==> src/rtl/core/dssm_pkg.sv <==
// ----------------------------------------------------------------------------
// Dual stack shared memory package
// Operation and status codes, capacity settings and stream widths of the dual stack block.
// ----------------------------------------------------------------------------
`timescale 1ns / 1ps
`default_nettype none

package dssm_pkg;

  localparam int CAP_BITS    = 5;
  localparam int CAP_RESET   = 16;
  localparam int VALUE_BITS  = 32;
  localparam int IN_TDATA_W  = 40;
  localparam int OUT_TDATA_W = 40;

  typedef enum logic [1:0] {
    OP_PUSH = 2'd0,
    OP_POP  = 2'd1,
    OP_PEEK = 2'd2
  } op_e;

  typedef enum logic [1:0] {
    ST_OK        = 2'd0,
    ST_OVERFLOW  = 2'd1,
    ST_UNDERFLOW = 2'd2
  } status_e;

endpackage

`default_nettype wire

==> src/rtl/core/dual_stack_shared_memory_top.sv <==
// ----------------------------------------------------------------------------
// Dual stack shared memory
// Two LIFO stacks, one growing up from word 0 and one growing down from the
// top of the configured capacity, kept in one synchronous word store.
// ----------------------------------------------------------------------------
// Usage:
// The slave stream carries one command per transfer: tdata holds the
// operation and the push value, tuser selects the stack. The master stream
// returns one result per command: peeked word, status and both empty flags.
// The capacity register is written through cfg_we_i and cfg_wdata_i; the user
// must do so only while the block is idle, which the block does not enforce. A
// write also empties both stacks. Stack pointers are updated when a command is
// accepted and the store is written or read in that same cycle, so the block
// takes one command per cycle while the output is not stalled. Each result
// passes through the read stage, where the store read is registered at the
// accepting edge, and then through the output register.
// When the receiver stalls, the result holds in the output register and one
// more command waits in the read stage; tready then drops until the output
// drains. Reset empties both stacks, sets the capacity to 16 and clears
// the pipeline; store contents are not cleared.
// ----------------------------------------------------------------------------
`timescale 1ns / 1ps
`default_nettype none

module dual_stack_shared_memory_top
  import dssm_pkg::*;
#(
  parameter int DEPTH     = 16,
  parameter int WORD_BITS = 32
) (
  input  wire logic                   clk_i,
  input  wire logic                   rst_ni,
  input  wire logic                   cfg_we_i,
  input  wire logic [CAP_BITS-1:0]    cfg_wdata_i,
  input  wire logic                   s_axis_tvalid,
  output logic                        s_axis_tready,
  // [1:0] operation, [33:2] push_value, [39:34] zero.
  input  wire logic [IN_TDATA_W-1:0]  s_axis_tdata,
  // [0] stack_select.
  input  wire logic                   s_axis_tuser,
  output logic                        m_axis_tvalid,
  input  wire logic                   m_axis_tready,
  // [31:0] top_value, [33:32] status, [34] lower_empty, [35] upper_empty,
  // [39:36] zero.
  output logic [OUT_TDATA_W-1:0]      m_axis_tdata
);

  localparam int AW    = $clog2(DEPTH);
  localparam int CNT_W = $clog2(DEPTH + 1);
  localparam int MW    = (CNT_W > CAP_BITS) ? CNT_W : CAP_BITS;

  logic [CAP_BITS-1:0]   cap_q;
  logic [CNT_W-1:0]      lower_cnt_q, lower_cnt_d;
  logic [CNT_W-1:0]      upper_cnt_q, upper_cnt_d;
  logic [CNT_W-1:0]      eff_cap;
  logic [CNT_W:0]        used;
  logic [CNT_W-1:0]      up_push_idx, up_peek_idx, lo_peek_idx;

  logic                  in_fire;
  op_e                   op;
  logic                  sel_upper;
  logic [VALUE_BITS-1:0] push_value;

  logic                  we, re;
  logic [AW-1:0]         waddr, raddr;
  logic [WORD_BITS-1:0]  rdata;
  status_e               status;
  logic                  peek_hit, fill_ones;

  logic                  s1_valid_q, s1_adv;
  logic                  s1_peek_q, s1_ones_q, s1_le_q, s1_ue_q;
  status_e               s1_status_q;
  logic                  out_valid_q;
  logic [OUT_TDATA_W-1:0] out_data_q;
  logic [VALUE_BITS-1:0] s1_top;

  assign in_fire    = s_axis_tvalid && s_axis_tready;
  assign op         = op_e'(s_axis_tdata[1:0]);
  assign sel_upper  = s_axis_tuser;
  assign push_value = s_axis_tdata[VALUE_BITS+1:2];

  assign eff_cap     = (MW'(cap_q) > MW'(DEPTH)) ? CNT_W'(DEPTH) : CNT_W'(cap_q);
  assign used        = {1'b0, lower_cnt_q} + {1'b0, upper_cnt_q};
  assign up_push_idx = eff_cap - CNT_W'(1) - upper_cnt_q;
  assign up_peek_idx = eff_cap - upper_cnt_q;
  assign lo_peek_idx = lower_cnt_q - CNT_W'(1);

  always_comb begin
    lower_cnt_d = lower_cnt_q;
    upper_cnt_d = upper_cnt_q;
    we          = 1'b0;
    waddr       = lower_cnt_q[AW-1:0];
    re          = 1'b0;
    raddr       = lo_peek_idx[AW-1:0];
    status      = ST_OK;
    peek_hit    = 1'b0;
    fill_ones   = 1'b0;
    if (in_fire) begin
      case (op)
        OP_PUSH: begin
          if (used < {1'b0, eff_cap}) begin
            we = 1'b1;
            if (sel_upper) begin
              waddr       = up_push_idx[AW-1:0];
              upper_cnt_d = upper_cnt_q + CNT_W'(1);
            end else begin
              lower_cnt_d = lower_cnt_q + CNT_W'(1);
            end
          end else begin
            status = ST_OVERFLOW;
          end
        end
        OP_POP: begin
          if (sel_upper) begin
            if (upper_cnt_q != '0) upper_cnt_d = upper_cnt_q - CNT_W'(1);
            else status = ST_UNDERFLOW;
          end else begin
            if (lower_cnt_q != '0) lower_cnt_d = lower_cnt_q - CNT_W'(1);
            else status = ST_UNDERFLOW;
          end
        end
        OP_PEEK: begin
          if ((sel_upper ? upper_cnt_q : lower_cnt_q) == '0) begin
            status    = ST_UNDERFLOW;
            fill_ones = 1'b1;
          end else begin
            re       = 1'b1;
            peek_hit = 1'b1;
            if (sel_upper) raddr = up_peek_idx[AW-1:0];
          end
        end
        default: begin
          status = ST_OK;
        end
      endcase
    end
    if (cfg_we_i) begin
      lower_cnt_d = '0;
      upper_cnt_d = '0;
    end
  end

  dssm_ram #(
    .DEPTH (DEPTH),
    .WIDTH (WORD_BITS),
    .AW    (AW)
  ) u_ram (
    .clk_i   (clk_i),
    .we_i    (we),
    .waddr_i (waddr),
    .wdata_i (WORD_BITS'(push_value)),
    .re_i    (re),
    .raddr_i (raddr),
    .rdata_o (rdata)
  );

  assign s1_adv        = s1_valid_q && (!out_valid_q || m_axis_tready);
  assign s_axis_tready = !s1_valid_q || s1_adv;

  always_comb begin
    if (s1_peek_q) begin
      s1_top = VALUE_BITS'(signed'(rdata));
    end else if (s1_ones_q) begin
      s1_top = '1;
    end else begin
      s1_top = '0;
    end
  end

  always_ff @(posedge clk_i or negedge rst_ni) begin
    if (!rst_ni) begin
      cap_q       <= CAP_BITS'(CAP_RESET);
      lower_cnt_q <= '0;
      upper_cnt_q <= '0;
      s1_valid_q  <= 1'b0;
      out_valid_q <= 1'b0;
    end else begin
      if (cfg_we_i) cap_q <= cfg_wdata_i;
      lower_cnt_q <= lower_cnt_d;
      upper_cnt_q <= upper_cnt_d;
      if (in_fire) s1_valid_q <= 1'b1;
      else if (s1_adv) s1_valid_q <= 1'b0;
      if (s1_adv) out_valid_q <= 1'b1;
      else if (m_axis_tready) out_valid_q <= 1'b0;
    end
  end

  always_ff @(posedge clk_i) begin
    if (in_fire) begin
      s1_peek_q   <= peek_hit;
      s1_ones_q   <= fill_ones;
      s1_status_q <= status;
      s1_le_q     <= (lower_cnt_d == '0);
      s1_ue_q     <= (upper_cnt_d == '0);
    end
    if (s1_adv) begin
      out_data_q <= {4'b0000, s1_ue_q, s1_le_q, s1_status_q, s1_top};
    end
  end

  assign m_axis_tvalid = out_valid_q;
  assign m_axis_tdata  = out_data_q;

endmodule

`default_nettype wire

==> src/rtl/core/dssm_ram.sv <==
// ----------------------------------------------------------------------------
// Dual stack word store
// Single-port-write, single-port-read synchronous memory with registered read.
// ----------------------------------------------------------------------------
`timescale 1ns / 1ps
`default_nettype none

module dssm_ram #(
  parameter int DEPTH = 16,
  parameter int WIDTH = 32,
  parameter int AW    = 4
) (
  input  wire logic             clk_i,
  input  wire logic             we_i,
  input  wire logic [AW-1:0]    waddr_i,
  input  wire logic [WIDTH-1:0] wdata_i,
  input  wire logic             re_i,
  input  wire logic [AW-1:0]    raddr_i,
  output logic      [WIDTH-1:0] rdata_o
);

  logic [WIDTH-1:0] mem_q [DEPTH];

  always_ff @(posedge clk_i) begin
    if (we_i) begin
      mem_q[waddr_i] <= wdata_i;
    end
  end

  always_ff @(posedge clk_i) begin
    if (re_i) begin
      rdata_o <= mem_q[raddr_i];
    end
  end

endmodule

`default_nettype wire

==> config.mk <==
export PLATFORM = sky130hd
export DESIGN_NAME = dual_stack_shared_memory_top
export DESIGN_NICKNAME = d
export VERILOG_FILES = /design/src/rtl/core/dssm_pkg.sv /design/src/rtl/core/dual_stack_shared_memory_top.sv /design/src/rtl/core/dssm_ram.sv
export SDC_FILE = /design/constraint.sdc
export NUM_CORES = 1
export LEC_CHECK = 0
export ABC_AREA = 0
export BUFFER_PORTS_ARGS = -buffer_cell sky130_fd_sc_hd__buf_2
export CORE_ASPECT_RATIO = 1.2
export CORE_MARGIN = 2
export CORE_UTILIZATION = 45
export DETAILED_ROUTE_END_ITERATION = 16
export HOLD_SLACK_MARGIN = 0.03
export PLACE_DENSITY = 0.73
export SYNTH_ARGS = -nofsm -noshare
export SYNTH_HDL_FRONTEND = slang
export SYNTH_HIERARCHICAL = 1
export SYNTH_SLANG_ARGS = --single-unit
==> constraint.sdc <==
create_clock -name clk_i -period 14.9 [get_ports clk_i]
set_input_delay 1.49 -clock clk_i [delete_from_list [all_inputs] [get_ports clk_i]]
set_output_delay 1.49 -clock clk_i [all_outputs]
set_load 0.02 [all_outputs]
Yosys cells after proc, flatten, opt, wreduce, memory -nomap -nowiden:

Memories as Yosys holds them, arrays and structs flattened. A register that Yosys moved wholly into a read port is not among the register bits.
Cells that the tools add are included.

* add/sub/neg operators: 8
* magnitude comparators: 2
* eq/ne operators: 2
* multiplexer cells: 45
* reduce and logical (&&, ||, !) cells: 14

Operators by type and width (count)
* $mux 5: 14
* $mux 32: 2
* $mux 4: 8
* $pmux 5 s2: 2
* $logic_not 5->1: 3
* $mux 1: 14
* $add 5x1->5 const B: 2
* $reduce_bool 5->1: 2
* $sub 5x1->5 const B: 2
* $mux 2: 4
* $sub 4x4->4: 2
* $add 5x5->6: 1
* $lt 6x5->1: 1
* $pmux 2 s3: 1
* $gt 5x5->1 const B: 1
* $reduce_bool 2->1: 2
* $sub 4x1->4 const B: 1
* $eq 2x1->1 const B: 1
* $eq 2x2->1 const B: 1
* $logic_and 1x1->1: 2
* $logic_not 1->1: 2
* $logic_not 2->1: 1
* $logic_or 1x1->1: 2

* register bits after elaboration: 59
* bits in writable memories: 512
* input bits: 51
* output and inout bits: 42
* logic and storage cells: 83
* memories kept: 1

Memory list
* u_ram.mem_q: words 16, width 32, read ports 1, clocked after Yosys merged registers in 1, write ports 1, line dssm_ram.sv:22 `logic [WIDTH-1:0] mem_q [DEPTH];`

Logic depth before layout (Yosys ltp):

Gate-level depths: netlist (run 1).

* depth in word-level cells: 8
* depth in mapped cells: 15
* gate-level depth less buffers: 14

Cells and area by module:

Netlist (run 1), hierarchy kept.

Modules (own cells, without submodules)
* dssm_ram: instances 1, cells an instance 838, area an instance 20155.6 um2, seq. area each 16335.7 um2
* dual_stack_shared_memory_top: instances 1, cells an instance 356, area an instance 3614.7 um2, seq. area each 1687.9 um2

Worst setup path before layout (run 1):

Ideal clock, no wire load.

* kind: register to register
* from: register lower_cnt_q[0]
* to: memory u_ram.mem_q[0][0] (enable)
* setup time: 0.461 ns
* arrival time: 5.750 ns
* required time: 14.439 ns
* slack: 8.689 ns
* stages on the path, launching flop included: 15
* buffers on the path: 1
* period minus slack after synthesis: 6.211 ns
* path through: dfrtp_1 > ha_1 > fa_1 > a21o_1 > a21oi_1 > xnor2_1 > ha_1 > o2111ai_1 > o32ai_1 > nor3_1 > and3_1 > buf_2 > mux2_2 > or3b_2 > nor3_1

* elaborated cells on any way between the ends: 11
* classes of those cells: 1 x add/sub; 1 x order compare; 9 x mux

RTL lines
* start: declaration: line dual_stack_shared_memory_top.sv:53 `logic [CNT_W-1:0] lower_cnt_q, lower_cnt_d;`
* start signal: assignment: line dual_stack_shared_memory_top.sv:179 `lower_cnt_q <= lower_cnt_d;`
* $add 5x5->6: line dual_stack_shared_memory_top.sv:83 `assign used = {1'b0, lower_cnt_q} + {1'b0, upper_cnt_q};`
* $lt 6x5->1: line dual_stack_shared_memory_top.sv:101 `if (used < {1'b0, eff_cap}) begin`
* $mux 4: line dual_stack_shared_memory_top.sv:101
* $mux 4: line dual_stack_shared_memory_top.sv:99 `case (op)`
* $mux 4: line dual_stack_shared_memory_top.sv:98 `if (in_fire) begin`
* net waddr[3]: line dual_stack_shared_memory_top.sv:65 `logic [AW-1:0] waddr, raddr;`
* end: declaration: line dssm_ram.sv:22

The timed path passes the listed nets, and every way through them passes these cells.

Final worst setup path (run 1):

* from: register lower_cnt_q[0]
* to: memory u_ram.mem_q[11][12] (enable)

Same word-level chain as after synthesis.

==> impl_metrics.ini, run 1 <==
[cts]
holdBufCountCts = 0
clock_latency_ps = 630
cts_tree = done
clk_path_buf_depth = 3
h-tree-depth = 2
clk_pin_slew_ps = 70
cts_buffers = 55
cts_root_buffer = clkbuf_16
cts_num_sinks = 603
postCtsResizedCells = 0
post_cts_buffers = 0

[setup_path]
crit_required_ps = 15150
crit_slowest_cell = o21ai_0
r2r-end = u_ram/mem_q[11][12]
cp_max_fo = 24
crit_chain = ha_1 > fa_1 > a21o_1 > a21oi_1 > xnor2_1 > ha_1 > o2111ai_1 > o32ai_1 > nor3_1 > and3_1 > o21ai_0 > nand2_1 > nor2_4 > buf_4
cp.arrival_ps = 5930
worstRegToRegCells = 14
reg2reg_from = lower_cnt_q[0]
crit_top_cell = ha_1
path_class = reg -> reg
start_kind = flip-flop
crit_path_end_kind = flip-flop
crit_path_max_incr_delay_ps = 810
reg2reg_slack_ps = 9220

[cells_and_area]
fillers = 4092
final_area_sq_um = 26900
final_core_util_pct = 51.4
layout-drive-gt1-share_pct = 26.4
multi_input_area_sq_um = 5500
regArea_sq_um = 18000
stdcell_count = 2049
syn_to_final_growth_pct = 13.2
layout.nets = 1371

[detailed_routing]
dr.pass1.iters = 5
met1_length_microns = 20200
drc = 0
ant_nets = 0
wl_met2_microns = 24700
drtIter0Drc = 1436
vias = 11900
wire_per_inst_microns = 24.5
wirelength_microns = 50300
dr_wl_met3_microns = 3880
top_layer = met5
via_per_inst = 5.79

[grt]
grt_antenna_before_repair = 6
overflow = 0
grt_start_max_net_pins = 122
grt_pass1_vias = 12100
grt_use_total_pct = 18.7
grt_pass1_wl_microns = 74900

[pwr]
power.leakage_nw = 9.04
ir_drop_mv = 0.0957
power.total_mw = 3.45
power_density_nw_per_um2 = 128

[min_path]
whs_endpoint = m_axis_tdata[34]
hp-start = s1_le_q
min_path_cells = 0
hp-class = reg -> reg

[timing]
maxSlewHeadroom_pct = 21.2
maxSlewViolCount = 0
setup_viol = 0
finalCritPeriodShare_pct = 38.1
tightest_slew_ps = 1180
rsz0062_at_grt = no
final.setup.tns_ps = 0
timing.hold.ws_ps = 416
finalClockSkew_ps = 22.4
post-route-min-period_ps = 5680
layout_setup_ws_ps = 9220
final_hold_viol_count = 0
fmax_ghz = 0.176

[die]
initial_core_util_pct = 45.4
io_pins = 93
fp-row-count = 92
die-area_sq_um = 54700
die_y_microns = 256
fp.dieW_microns = 214
core_area_sq_um = 52400

[yosys]
synthTopCellsByCount = edfxtp_1, mux4_2, nand2_1
synth_area_sq_um = 23800
syn_avg_cell_area_sq_um = 19.9
ys_seq_elements = 603
yosys-top-cells-area = edfxtp_1, mux4_2, a22oi_1
seq_area_frac_synth_pct = 75.8
synthFlopType = edfxtp_1
yosysTopAreaCell = edfxtp_1
ys_types = 71
synth_most_common_cell = edfxtp_1
synth_top_cell_area_share_pct = 74.0
ys_warn_count = 6
synthCells = 1194
synth_edf_count = 586
synthArstFlopShare_pct = 2.82

[placed_design]
place_congestion = 0.851
dp_slack_ps = 8580
hpwl_microns = 25200
port_buffers = 82
place_inst = 1946
placed_area_sq_um = 25100

[flow_run]
maxCapViolCount = 0

[outcome]
status = complete, no violations
[routing by layer]
metal / global-route usage, % / vias to the layer above
met2: 30.1 / 509
li1: - / 5084
met3: 3.39 / 99
met5: 0 / -
met4: 5.96 / 6
met1: 26.1 / 6173
[cell usage in the layout (no fill, tap or decap), types with 6 or more instances in the layout]
cell / count
o211ai_1: 8
nor2_1: 14
inv_1: 18
xnor2_1: 6
ha_1: 19
edfxtp_1: 586
clkinv_1: 14
buf_4: 26
bufinv_16: 6
dfrtp_1: 16
a22oi_1: 65
nand2_1: 112
nand2b_1: 10
a21oi_1: 10
clkbuf_16: 56
mux4_2: 128
o21ai_0: 11
clkinv_2: 6
nor2_4: 13
buf_2: 82
clkbuf_1: 13
[power by group]
part,switching [mW],internal [mW]
combinational,0.107,0.0529
clock,0.608,0.798
sequential,0.00563,1.88
[registers in the layout (all words and copies together), names as in the netlist]
signal / cells
s1_ones_q: 1
s1_status_q: 2
s1_le_q: 1
s1_ue_q: 1
u_ram/mem_q: 512
m_axis_tdata: 36
u_ram/rdata_o: 32
s1_peek_q: 1
s1_valid_q: 1
cap_q: 5
lower_cnt_q: 5
m_axis_tvalid: 1
upper_cnt_q: 5
[worst max path at each step]
stage | start | endpoint | slack (ps) | depth (start not counted)
final | lower_cnt_q[0] | u_ram/mem_q[11][12] | 9220 | 14
after global routing | lower_cnt_q[0] | u_ram/mem_q[11][5] | 8840 | 14
after CTS | s_axis_tuser | u_ram/rdata_o[21] | 9230 | 12
after detailed placement | s_axis_tuser | u_ram/rdata_o[21] | 8580 | 12
after global placement | s_axis_tuser | u_ram/rdata_o[21] | 8610 | 12
after floorplan | lower_cnt_q[0] | u_ram/mem_q[0][0] | 8690 | 14
[cells by family after synthesis]
logic type	after synthesis	share of synthesized area [%]
multiplexers	137	12.5
AND/OR/NAND/NOR	205	4.10
AO/OA/AOI/OAI	132	4.10
flip-flops	603	75.8
XOR/XNOR	11	0.405
other	1	0.0158
adder cells (fa/ha/maj)	22	1.25
buffers and inverters	83	1.77
[worst max-delay path, delay by kind of cell (launching register included)]
| family | cells | cell delay, ps |
|---|---|---|
| DFF | 1 | 530 |
| adders and majority gates | 3 | 990 |
| and+or+nand+nor | 4 | 1500 |
| buffers and inverters | 1 | 500 |
| AOI/OAI and AO/OA | 5 | 1670 |
| xor gates and xnor gates | 1 | 90 |
[final cells by class]
type / instances / area share (%)
inverters: 18 / 0.251
well taps: 705 / 3.28
clock buffers: 69 / 5.39
diodes: 1 / 0.00930
repair buffers: 109 / 2.33
flip-flops and latches: 603 / 67.0
multi-input cells: 511 / 20.4
clock inverters: 33 / 1.32
No activity file was read; power rests on OpenSTA's default activity.
==> run 2, diff against run 1 <==
--- a/config.mk
+++ b/config.mk
@@ -12,7 +12,7 @@
 export CORE_UTILIZATION = 45
 export DETAILED_ROUTE_END_ITERATION = 16
 export HOLD_SLACK_MARGIN = 0.03
-export PLACE_DENSITY = 0.73
+export PLACE_DENSITY = 0.75
 export SYNTH_ARGS = -nofsm -noshare
 export SYNTH_HDL_FRONTEND = slang
 export SYNTH_HIERARCHICAL = 1
==> constraint.sdc (replaced) <==
create_clock -name clk_i -period 5.2 [get_ports clk_i]
set_input_delay 0.52 -clock clk_i [delete_from_list [all_inputs] [get_ports clk_i]]
set_output_delay 0.52 -clock clk_i [all_outputs]
set_load 0.02 [all_outputs]
==> run 2 against run 1 <==
Fmax up 17%. Critical path type unchanged. Highest routed layer unchanged. Register-to-register slack worse by 8900 ps. First-iteration DRC count shrank 17%. Sequential power rose to 2.9 times the previous value. Critical endpoint is now u_ram/mem_q[9][6].
==> impl_metrics.ini, run 2 (synthesis gave the netlist of run 1 again) <==
[setup_path]
crit_slowest_cell = o21ai_0
path_delay_family = compound AO/OA/AOI/OAI gates
crit_required_ps = 5440
reg2reg_from = upper_cnt_q[0]
crit_top_cell = ha_1
crit_chain = ha_1 > fa_1 > a21o_1 > a21oi_1 > xnor2_1 > ha_1 > o2111ai_1 > o32ai_1 > nor3_1 > and3_1 > o21ai_0 > nand2b_1 > nor2_4 > buf_4
reg2reg_slack_ps = 350
path_class = reg -> reg
worstRegToRegCells = 14
crit_path_end_kind = flip-flop
cp.arrival_ps = 5080
cp_max_fo = 17
crit_path_max_incr_delay_ps = 710
crit_buf_inv = 1
start_kind = flip-flop
r2r-end = u_ram/mem_q[9][6]

[timing]
finalCritPeriodShare_pct = 93.2
timing.hold.ws_ps = 159
rsz0062_at_grt = no
post-route-min-period_ps = 4850
setup_viol = 0
maxSlewViolCount = 0
finalClockSkew_ps = 31.3
final_hold_viol_count = 0
final.setup.tns_ps = 0
fmax_ghz = 0.206
tightest_slew_ps = 1040
maxSlewHeadroom_pct = 30.8

[pwr]
power.total_mw = 9.78
power.leakage_nw = 9.16
ir_drop_mv = 0.262
power_density_nw_per_um2 = 360

[cts]
post_cts_buffers = 0
cts_tree = done
h-tree-depth = 2
cts_root_buffer = clkbuf_16
clk_path_buf_depth = 3
clock_latency_ps = 590
clk_pin_slew_ps = 70
cts_buffers = 54
cts_num_sinks = 603

[grt]
grt_use_total_pct = 18.1
grt_pass1_wl_microns = 73900
grt_antenna_before_repair = 4
overflow = 0
grt_pass1_vias = 12300
grt_start_max_net_pins = 87

[cells_and_area]
syn_to_final_growth_pct = 14.4
fillers = 4030
stdcell_count = 2065
most-common-layout-cells = edfxtp_1, mux4_2, nand2_1
final_area_sq_um = 27200
layout-drive-gt1-share_pct = 27.7
mostFrequentLayoutCell = edfxtp_1
layout.nets = 1386
regMostFlops = u_ram/mem_q
largest_reg_flops = 512

[detailed_routing]
via_per_inst = 5.74
vias = 11800
dr.pass1.iters = 5
drc = 0
ant_nets = 0
drtIter0Drc = 1197
wire_per_inst_microns = 23.7
wirelength_microns = 49000

[min_path]
hp-start = cfg_wdata_i[2]
whs_endpoint = cap_q[2]
hp-class = in -> reg
min_path_cells = 2

[die]
die_y_microns = 256
fp.dieW_microns = 214
io_pins = 93
initial_core_util_pct = 45.4
die-area_sq_um = 54700
fp-row-count = 92
core_area_sq_um = 52400

[flow_run]
maxCapViolCount = 0

[outcome]
status = complete, no violations

[placed_design]
place_inst = 1961
placed_area_sq_um = 25400
port_buffers = 82
hpwl_microns = 27500
place_congestion = 0.884
==> run 2: cell count changes in the layout (fill, tap and decap cells not counted), sizes merged <==
cell         previous run  this run
buf                   109       124
clkbuf                 69        63
clkinvlp                2         4
bufinv                  6         5
clkinv                 23        26
inv                    20        22
dlygate4sd3             0         1
==> run 2: cell type report <==
class	count	area, sq um	share of cell area [%]
repair buffers	125	948	3.49
clock inverters	39	347	1.27
clock buffers	63	1410	5.17
well taps	705	882	3.24
flip-flops and latches	603	18000	66.3
diodes	1	2.50	0.00920
inverters	18	67.6	0.249
multi-input cells	511	5510	20.3
==> run 2: metal layers <==
metal / track usage [%] / wire, microns
met1: 23.5 / 18900
met2: 30.6 / 24900
met3: 3.60 / 3650
met4: 6.17 / 1540
met5: 0 / 29
==> run 2: metrics by stage <==
step	setup slack [ps]	util, %
after global placement	528	48.5
after global routing	83.7	51.9
final	354	51.9
after floorplan	-559	-
after CTS	382	51.9
after detailed placement	457	48.5
==> run 2: worst max path at each step <==
stage              startpoint                  end  slack (ps)  depth (start not counted)
2_1_floorplan  lower_cnt_q[0]   u_ram/mem_q[12][0]        -560                         15
3_3_place_gp   upper_cnt_q[0]  u_ram/mem_q[11][15]         530                         14
3_5_place_dp   upper_cnt_q[0]   u_ram/mem_q[9][15]         460                         14
4_1_cts        upper_cnt_q[0]    u_ram/mem_q[9][6]         380                         14
5_1_grt        upper_cnt_q[0]    u_ram/mem_q[9][6]          80                         14
6_report       upper_cnt_q[0]    u_ram/mem_q[9][6]         350                         14
==> run 2: timing repair <==
| action | in CTS | in global routing |
|---|---|---|
| hold endpoints to repair | 16 | 0 |
| hold buffers | 1 | 0 |
| gates resized for setup | 0 | 0 |
==> run 2: where the power goes <==
group / internal (mW) / switching, mW / total, mW
registers: 5.39 / 0.0148 / 5.41
logic: 0.162 / 0.311 / 0.473
clock network: 2.20 / 1.70 / 3.90
total: 7.75 / 2.03 / 9.78
==> run 3, diff against run 2 <==
--- a/config.mk
+++ b/config.mk
@@ -6,13 +6,13 @@
 export NUM_CORES = 1
 export LEC_CHECK = 0
 export ABC_AREA = 0
-export BUFFER_PORTS_ARGS = -buffer_cell sky130_fd_sc_hd__buf_2
 export CORE_ASPECT_RATIO = 1.2
 export CORE_MARGIN = 2
 export CORE_UTILIZATION = 45
 export DETAILED_ROUTE_END_ITERATION = 16
+export DONT_BUFFER_PORTS = 1
 export HOLD_SLACK_MARGIN = 0.03
-export PLACE_DENSITY = 0.75
+export PLACE_DENSITY = 0.74
 export SYNTH_ARGS = -nofsm -noshare
 export SYNTH_HDL_FRONTEND = slang
 export SYNTH_HIERARCHICAL = 1
==> run 3 against run 2 <==
Routed wire length rose by 3.8%. Register-to-register slack improved by 220 ps. Global-route usage rose by 0.86 points. Final area rose by 0.51%. Combinational power fell by 9.1%. Non-clock buffer count fell by 31. Sequential share of layout area fell by 0.34 points. Power rose by 3.2%. Die area did not move. Critical endpoint is now u_ram/mem_q[0][20]. Highest routed layer unchanged.
==> impl_metrics.ini, run 3 (synthesis gave the netlist of run 1 again) <==
[detailed_routing]
wirelength_microns = 50900
drc = 0
drtIter0Drc = 1416
vias = 11800
via_per_inst = 5.82
ant_nets = 0
dr.pass1.iters = 5
wire_per_inst_microns = 25.0

[placed_design]
place_congestion = 0.871
port_buffers = 0
place_inst = 1890
hpwl_microns = 29200

[cts]
h-tree-depth = 2
post_cts_buffers = 0
cts_root_buffer = clkbuf_16
clock_latency_ps = 610
cts_tree = done
clk_path_buf_depth = 3
clk_pin_slew_ps = 60
cts_num_sinks = 603
postCtsResizedCells = 0
cts_buffers = 56

[timing]
finalClockSkew_ps = 16.0
maxSlewViolCount = 0
timing.hold.ws_ps = 68.3
post-route-min-period_ps = 4630
maxSlewHeadroom_pct = 31.0
final_hold_viol_count = 0
fmax_ghz = 0.216
finalCritPeriodShare_pct = 89.0
setup_viol = 0
rsz0062_at_grt = no
tightest_slew_ps = 1030

[grt]
grt_start_max_net_pins = 85
grt_antenna_before_repair = 3
grt_pass1_vias = 12100
grt_pass1_wl_microns = 76700
overflow = 0
grt_use_total_pct = 19.0

[setup_path]
path_class = reg -> reg
start_kind = flip-flop
crit_path_end_kind = flip-flop
path_delay_family = simple AND/OR/NAND/NOR gates
cp_max_fo = 21
crit_buf_inv = 1
cp.arrival_ps = 4890
crit_path_max_incr_delay_ps = 590
crit_required_ps = 5460
crit_slowest_cell = or3b_2
crit_chain = fa_1 > a21o_1 > a21oi_1 > xnor2_1 > ha_1 > o2111ai_1 > o32ai_1 > nor3_1 > and3_1 > mux2_2 > or3b_2 > nor3_4 > buf_4

[cells_and_area]
syn_to_final_growth_pct = 15.0
mostFrequentLayoutCell = edfxtp_1
largest_reg_flops = 512
layout.nets = 1357
regMostFlops = u_ram/mem_q
most-common-layout-cells = edfxtp_1, mux4_2, nand2_1
stdcell_count = 2035
fillers = 3938
layout-drive-gt1-share_pct = 23.0

[die]
die_y_microns = 256
initial_core_util_pct = 45.4
io_pins = 93
core_area_sq_um = 52400
die-area_sq_um = 54700
fp-row-count = 92
fp.dieW_microns = 214

[pwr]
power_density_nw_per_um2 = 369
power.leakage_nw = 9.09
ir_drop_mv = 0.276

[flow_run]
maxCapViolCount = 0

[min_path]
hp-class = in -> reg

[outcome]
status = complete, no violations
## run 3: cell types whose count changed in the layout (fill, tap and decap cells not counted), sizes merged
cell,delta
buf,-71
bufinv,+4
dlygate4sd3,+40
diode,+1
clkinv,-8
inv,-2
clkbuf,+6
## run 3: power breakdown
part	switching (mW)	leakage, nW	internal [mW]	total, mW
registers	0.0485	5.51	5.39	5.44
clock network	1.75	0.909	2.46	4.21
logic	0.276	2.67	0.154	0.430
total	2.08	9.09	8.01	10.1
## run 3: final cells by class
class	count	area [sq um]	area share (%)
diodes	2	5.00	0.0183
clock inverters	33	419	1.53
repair buffers	94	946	3.46
flip-flops and latches	603	18000	66.0
clock buffers	69	1470	5.38
well taps	705	882	3.23
inverters	18	67.6	0.247
multi-input cells	511	5510	20.2
## run 3: what timing repair did
action,in CTS,in global routing
setup endpoints to repair,0,0
hold endpoints to repair,536,0
hold buffers,41,0
## run 3: per-stage QoR
stage               instance area, sq um  util [%]  TNS (ps)  total power, mW  setup WS, ps
global placement                   25000      47.8         0             5.90           595
finish                             27300      52.2         0             10.1           569
detailed placement                 25000      47.8         0             5.90           590
floorplan                          23800         -    -48680             5.79          -559
CTS                                27300      52.2         0             10.2           569
global route                       27300      52.2         0             10.4           277
## run 3: layer usage
metal  routed length (microns)  vias to the layer above  global-route usage (%)
met5                        13                        -                       0
met4                      1420                        2                    6.08
met3                      3900                       85                    4.22
met2                     25500                      483                    31.1
met1                     20000                     6206                    25.4
li1                          -                     5058                       -
## run 3: path summary, 6_finish.rpt
path	startpoint	cells past startpoint	slack [ps]	end
min in group asynchronous	rst_ni	1	470	cap_q[0]
worst max register to register	lower_cnt_q[1]	13	570	u_ram/mem_q[0][20]
worst max-delay path	lower_cnt_q[1]	13	570	u_ram/mem_q[0][20]
worst min register to register	s1_status_q[1]	0	420	m_axis_tdata[33]
max in group asynchronous	rst_ni	1	4170	lower_cnt_q[2]
worst min-delay path	cfg_wdata_i[2]	1	70	cap_q[2]
## run 3: worst reg2reg max path, stage by stage (launching register included)
cell	delay [ps]
dfrtp_1	510
fa_1	500
a21o_1	180
a21oi_1	170
xnor2_1	150
ha_1	270
o2111ai_1	140
o32ai_1	210
nor3_1	290
and3_1	330
mux2_2	400
or3b_2	590
nor3_4	170
buf_4	390
